## src/rtl/mrg_pkg.sv

```systemverilog
// mrg_pkg: constants, types and modular helpers for the mrg32k3a generator
// used by mrg_front, mrg_back and mrg32k3a_random_generator_top; no dependencies
package mrg_pkg;

    localparam logic [32:0] MOD_FIRST   = 33'd4294967087;
    localparam logic [32:0] MOD_SECOND  = 33'd4294944443;
    localparam logic [14:0] FOLD_FIRST  = 15'd209;
    localparam logic [14:0] FOLD_SECOND = 15'd22853;
    localparam logic [20:0] MUL_A12     = 21'd1403580;
    localparam logic [20:0] MUL_A13N    = 21'd810728;
    localparam logic [20:0] MUL_A21     = 21'd527612;
    localparam logic [20:0] MUL_A23N    = 21'd1370589;
    localparam logic [31:0] SEED_RESET  = 32'd12345;

    localparam int CFG_IDX_W = 3;
    localparam logic [CFG_IDX_W-1:0] IDX_SEED_A0 = 3'd0;
    localparam logic [CFG_IDX_W-1:0] IDX_SEED_A1 = 3'd1;
    localparam logic [CFG_IDX_W-1:0] IDX_SEED_A2 = 3'd2;
    localparam logic [CFG_IDX_W-1:0] IDX_SEED_B0 = 3'd3;
    localparam logic [CFG_IDX_W-1:0] IDX_SEED_B1 = 3'd4;
    localparam logic [CFG_IDX_W-1:0] IDX_SEED_B2 = 3'd5;

    typedef enum logic {
        OP_RAW   = 1'b0,
        OP_SCALE = 1'b1
    } op_t;

    typedef struct packed {
        op_t         op;
        logic [30:0] bound;
    } req_t;

    typedef struct packed {
        logic                 valid;
        logic [CFG_IDX_W-1:0] index;
        logic [31:0]          data;
    } cfg_wr_t;

    // first fold of a 53-bit product: hi * (2^32 - m) + lo
    function automatic logic [36:0] fold_hi(input logic [52:0] p, input logic [14:0] c);
        fold_hi = {5'd0, p[31:0]} + 37'(p[52:32]) * 37'(c);
    endfunction

    // second fold and final correction into 0..m-1
    function automatic logic [31:0] fold_lo(input logic [36:0] f, input logic [14:0] c,
                                            input logic [32:0] m);
        logic [32:0] s;
        s = {1'b0, f[31:0]} + 33'(f[36:32]) * 33'(c);
        if (s >= m) begin
            s = s - m;
        end
        return s[31:0];
    endfunction

    // (a - b) mod m for a, b already below m
    function automatic logic [31:0] sub_mod(input logic [31:0] a, input logic [31:0] b,
                                            input logic [32:0] m);
        logic [32:0] d;
        d = {1'b0, a} - {1'b0, b};
        if (a < b) begin
            d = d + m;
        end
        return d[31:0];
    endfunction

endpackage

```

## src/rtl/mrg_front.sv

```systemverilog
// mrg_front: request intake, classification and two-entry queue to the back end
// depends on mrg_pkg
module mrg_front (
    input  logic          aclk,
    input  logic          aresetn,
    input  logic          s_valid,
    output logic          s_ready,
    input  logic          s_mode,
    input  logic [30:0]   s_bound,
    output logic          q_valid,
    output mrg_pkg::req_t q_req,
    input  logic          q_pop
);

    mrg_pkg::req_t entry_reg [2];
    logic          wr_ptr_reg;
    logic          rd_ptr_reg;
    logic [1:0]    cnt_reg;
    logic          push;
    logic          pop;
    mrg_pkg::req_t req_in;

    always_comb begin
        req_in.op    = s_mode ? mrg_pkg::OP_SCALE : mrg_pkg::OP_RAW;
        req_in.bound = s_bound;
    end

    assign s_ready = (cnt_reg != 2'd2);
    assign push    = s_valid && s_ready;
    assign q_valid = (cnt_reg != 2'd0);
    assign pop     = q_pop && q_valid;
    assign q_req   = entry_reg[rd_ptr_reg];

    always_ff @(posedge aclk) begin
        if (push) begin
            entry_reg[wr_ptr_reg] <= req_in;
        end
    end

    always_ff @(posedge aclk) begin
        if (!aresetn) begin
            wr_ptr_reg <= 1'b0;
            rd_ptr_reg <= 1'b0;
            cnt_reg    <= 2'd0;
        end else begin
            if (push) begin
                wr_ptr_reg <= ~wr_ptr_reg;
            end
            if (pop) begin
                rd_ptr_reg <= ~rd_ptr_reg;
            end
            if (push && !pop) begin
                cnt_reg <= cnt_reg + 2'd1;
            end else if (pop && !push) begin
                cnt_reg <= cnt_reg - 2'd1;
            end
        end
    end

endmodule

```

## config.mk

```make
export PLATFORM = sky130hd
export DESIGN_NAME = mrg_front
export DESIGN_NICKNAME = d
export VERILOG_FILES = /design/src/rtl/mrg_pkg.sv /design/src/rtl/mrg_front.sv
export SDC_FILE = /design/constraint.sdc
export NUM_CORES = 1
export LEC_CHECK = 0
export ABC_AREA = 1
export BUFFER_PORTS_ARGS = -buffer_cell sky130_fd_sc_hd__buf_4
export CAP_MARGIN = 20
export CORE_ASPECT_RATIO = 0.5
export CORE_MARGIN = 2
export CORE_UTILIZATION = 30
export CTS_CLUSTER_SIZE = 20
export DETAILED_ROUTE_END_ITERATION = 10
export HOLD_SLACK_MARGIN = 0.05
export PLACE_DENSITY = 0.52
export RECOVER_POWER = 100
export SYNTH_ARGS = -nofsm -noshare
export SYNTH_HDL_FRONTEND = slang
export SYNTH_SLANG_ARGS = --single-unit
export TNS_END_PERCENT = 100
```

## constraint.sdc

```tcl
create_clock -name aclk -period 2.1 [get_ports aclk]
set_input_delay 0.21 -clock aclk [delete_from_list [all_inputs] [get_ports aclk]]
set_output_delay 0.21 -clock aclk [all_outputs]
set_load 0.005 [all_outputs]
```

-- Word level (Yosys, flattened, before mapping)
Memories as Yosys holds them, arrays and structs flattened. A register that Yosys moved wholly into a read port is not among the register bits.
Cells that the tools add are included.
- word-level logic and storage cells: 24
- memory bits (writable): 64
- output and inout port bits: 34
- memories: 1
- input bits: 36
- register bits: 4
- add/subtract/negate cells: 2
- bitwise gates (word level): 2
- eq/ne operators: 1
- reductions and logical operators: 8
- mux-type cells: 7
- memories (memory ; words ; bits a word ; rd ports ; clocked after Yosys merged registers in ; wr ports ; line ; text):
    entry_reg ; 2 ; 32 ; 1 ; 1 ; 1 ; mrg_front.sv:15 ; mrg_pkg::req_t entry_reg [2];
- operators with widths (kind ; number):
    two-way mux 1 bit ; 5
    logical AND 1 bit ; 4
    two-way mux 2 bit ; 2
    nonzero test 2 bit ; 2
    adder 2 x 1 -> 2 bit (second input constant) ; 1
    logical NOT 1 bit ; 2
    inequality test 2 bit (second input constant) ; 1
    NOT 1 bit ; 2
    subtractor 2 x 1 -> 2 bit (second input constant) ; 1

-- Logic depth before layout (Yosys ltp)
- depth after elaboration: 6
- gate-level depth with buffers: 11
- gate-level depth less buffers: 11

-- Worst setup path after synthesis
Ideal clock, no wire load.
- path kind: reg-to-reg
- start: register cnt_reg[0]
- end: memory entry_reg[1][0] (netlist name) (enable)
- buffers on the path: 0
- setup slack: -0.245 ns
- cell stages (with the launch flop): 5
- arrival: 1.924 ns
- setup time: 0.421 ns
- required time: 1.679 ns
- period minus slack after synthesis: 2.345 ns
- cell sequence: dfxtp_1 -> inv_2 -> nand2_1 -> nand2_2 -> nor2_1
- cells in the longest elaborated chain, start to end: 4
- ends and longest elaborated chain (element ; line ; text):
    from (decl) ; mrg_front.sv:18 ; logic [1:0] cnt_reg;
    from (signal assigned) ; mrg_front.sv:53 ; cnt_reg <= cnt_reg + 2'd1;
    from (signal assigned) ; mrg_front.sv:55 ; cnt_reg <= cnt_reg - 2'd1;
    inequality test 2 bit ; mrg_front.sv:28 ; assign s_ready = (cnt_reg != 2'd2);
    via s_ready ; mrg_front.sv:7 ; output logic s_ready,
    logical AND 1 bit ; mrg_front.sv:29 ; assign push = s_valid && s_ready;
    two-way mux 1 bit ; mrg_front.sv:35 ; if (push) begin
    two-way mux 1 bit (implied by the code) ; mrg_front.sv:36 ; entry_reg[wr_ptr_reg] <= req_in;
    to (decl) ; mrg_front.sv:15 ;
The timed path passes the listed nets, and every way through them passes these cells.

-- Worst setup path after layout
- start: register cnt_reg[0]
- end: memory entry_reg[1][11] (netlist name) (enable)
- cells in the longest elaborated chain, start to end: 4
- ends and longest elaborated chain (element ; line):
    inequality test 2 bit ; mrg_front.sv:28
    logical AND 1 bit ; mrg_front.sv:29
    two-way mux 1 bit ; mrg_front.sv:35
    two-way mux 1 bit (implied by the code) ; mrg_front.sv:36
Every way passes these cells.

==> reports/metrics.yaml <==
place.gp.congestion: 0.6320
io_pins: 70
post-route-util: 0.4008
antenna_found_initial: 0
hpwl_um: 3038
power_frac_clock: 0.338
power_frac_comb: 0.225
fillers: 813
synth-edff-count: 64
cts_hold_buf: 0
worst-setup-path-type: "reg2reg"
worstMarginPinSlew_ns: 0.4848
cts.sinks: 69
die-height_um: 71.19
htree_levels: 3
syn-instance-count: 137
finalMaxSlewViolations: 0
min_period_ns: 1.639
cts_resized: 0
multi_input_area_um2: 493.0
drt_wl_total_um: 4479
synth.most_common_cell: "edfxtp_1"
nNetsFinal: 253
drcViolationCount: 0
r2r_slack_ns: 0.46
wl_per_cell_um: 13.25
ctsRootBufferMaster: "clkbuf_16"
synth-xor-area-share: 0
synth_top_family_by_area: "multiplexers"
whs_ns: 0.1027
r2r_end: "entry_reg[1][11]"
vias: 1373
grt_pass1_vias: 1503
core_area_um2: 8738
grt_pass1_wl_um: 7148
skew_ns: 0.005736
synth.cell_area_um2: 2709
max_freq_ghz: 0.6101
numPortBuffers: 69
viasPerCell: 4.062
die_w_um: 138.4
cp-end-kind: "flop"
arrival_ns: 1.59
hold_path_depth: 1
hold_start: "s_bound[27]"
synthAdderAreaFrac: 0.004619
ys_top_cells_by_count: "edfxtp_1, mux2_4, nand2_1, nor2_1, inv_1"
synthFlopType: "edfxtp_1"
yosysTopAreaCell: "edfxtp_1"
internal_power_uw: 3131
synth_cell_types: 17
grt_max_degree: 33
vdd_drop_max_mv: 0.4707
relSlewSlack: 0.6768
drive_gt1_frac: 0.3801
start_util: 0.3100
ctsLongestPathBuffers: 2
numCtsBuffers: 9
power.leakage_uw: 0.001314
path_max_fanout: 32
overflow: 0
synth_nets: 174
async_flop_share: 0
hold_viol_final: 0
clk_latency_ns: 0.31
status: "finished, final reports clean"
period_share: 0.7805
p_total_uw: 4122
largest_register_ffs: 64
synth.top_cells.by_area: "edfxtp_1, mux2_4, dfxtp_1, buf_12, nand2_1"
pre_cts_ws_ns: 0.5758
hold_end: "entry_reg[0][27]"
avgSynthCellArea_um2: 19.77
synth_compound_area_frac: 0.008314
yosysTopAreaCellShare: 0.7095
cts_setup_buffers: 0
yosys.area_share.simple: 0.02864
clk_pin_slew_worst_paths_ns: 0.05
cts_tree: "done"
area_growth_pct: 29.28
setup_slack_ns: 0.4610
min_path_type: "in2reg"
r2r_cells: 5
cp.required_ns: 2.05
r2r-start: "cnt_reg[0]"
row_count: 24
power.switching_uw: 990.5
seqPwrFrac: 0.437
ant_nets: 0
setup-violations-final: 0
synth_mux_area_frac: 0.1746
die_area_um2: 9852
n_antenna_cell: 0
final-seq-area_um2: 2022
yosysWarnings: 0
switching_share: 0.2403
synth_seq_area_share: 0.7464
synth_seq_cells: 69
maxCapViolCount: 0
start_kind: "flop"
dr.pass1.iters: 4
grtUsageTotal: 0.09590
rsz0062_at_grt: "false"
power.density_nw_per_um2: 1177
drt-initial-drc-count: 66
==> metal layers <==
metal | routed length (um) | vias up | global-route usage
met4 | 34 | 0 | 0.03401
li1 | - | 670 | -
met1 | 1835 | 677 | 0.1014
met3 | 188 | 2 | 0.03927
met5 | 0 | - | 0
met2 | 2421 | 24 | 0.1760
==> per-stage QoR <==
step / std cells / area (um^2) / TNS [ns]
after detailed placement: 322 / 3353 / 0
after global placement: 322 / 3353 / 0
after floorplan: 137 / 2709 / -15.71
after global routing: 338 / 3502 / 0
after CTS: 338 / 3637 / 0
final: 338 / 3502 / 0
==> layout by cell type, fill, tap and decap left out <==
cell type / synthesis / final
nand2_1: 8 / 9
o21a_1: 1 / 1
clkinv_1: 0 / 1
clkbuf_1: 0 / 9
clkbuf_16: 0 / 9
mux2_4: 30 / 2
bufinv_16: 0 / 1
nand3_1: 1 / 1
edfxtp_1: 64 / 64
mux2_2: 2 / 2
o21ai_0: 2 / 2
clkbuf_4: 0 / 30
nand4_1: 1 / 1
a21oi_1: 1 / 1
ha_1: 1 / 1
clkinv_2: 0 / 2
inv_1: 7 / 8
clkinvlp_4: 0 / 1
nor2_4: 0 / 2
mux2_1: 0 / 28
nor2_1: 8 / 6
buf_12: 3 / 1
dfxtp_1: 5 / 5
buf_4: 0 / 34
==> worst max-delay path by stage <==
stage,cells after the start,slack (ns),endpoint,from
CTS,3,0.45,q_req[24],flop
detailed placement,5,0.58,entry_reg[1][5],cnt_reg[0]
global route,5,0.31,entry_reg[0][30],cnt_reg[0]
global placement,5,0.65,entry_reg[1][11],cnt_reg[0]
floorplan,4,-0.25,entry_reg[1][0],cnt_reg[0]
finish,5,0.46,entry_reg[1][11],cnt_reg[0]
==> layout make-up <==
cell class / instances / share of cell area
Sequential cell: 69 / 0.5773
Clock inverter: 5 / 0.01465
Inverter: 8 / 0.008574
Clock buffer: 11 / 0.06645
Timing Repair Buffer: 72 / 0.1504
Tap cell: 117 / 0.04180
Multi-Input combinational cell: 56 / 0.1408
==> worst max-delay path, stage by stage (launching register included) <==
cell and delay (ns):
dfxtp_1 0.35, inv_1 0.10, nand2_1 0.09, nand2_1 0.16, nor2_4 0.11, clkbuf_4 0.44
==> cell families after synthesis <==
group / Yosys count
compound gates: 4
fa+ha+maj: 1
buf+inv: 12
flops: 69
mux: 32
simple gates: 19
==> power groups by stage <==
stage,clock network [uW],registers (uW),logic [uW]
finish,1390,1800,928
global route,1500,1820,1030
CTS,1440,1810,1130
detailed placement,0,1840,1130
global placement,0,1830,1100
floorplan,0,1820,693
No activity file was read; power rests on OpenSTA's default activity.
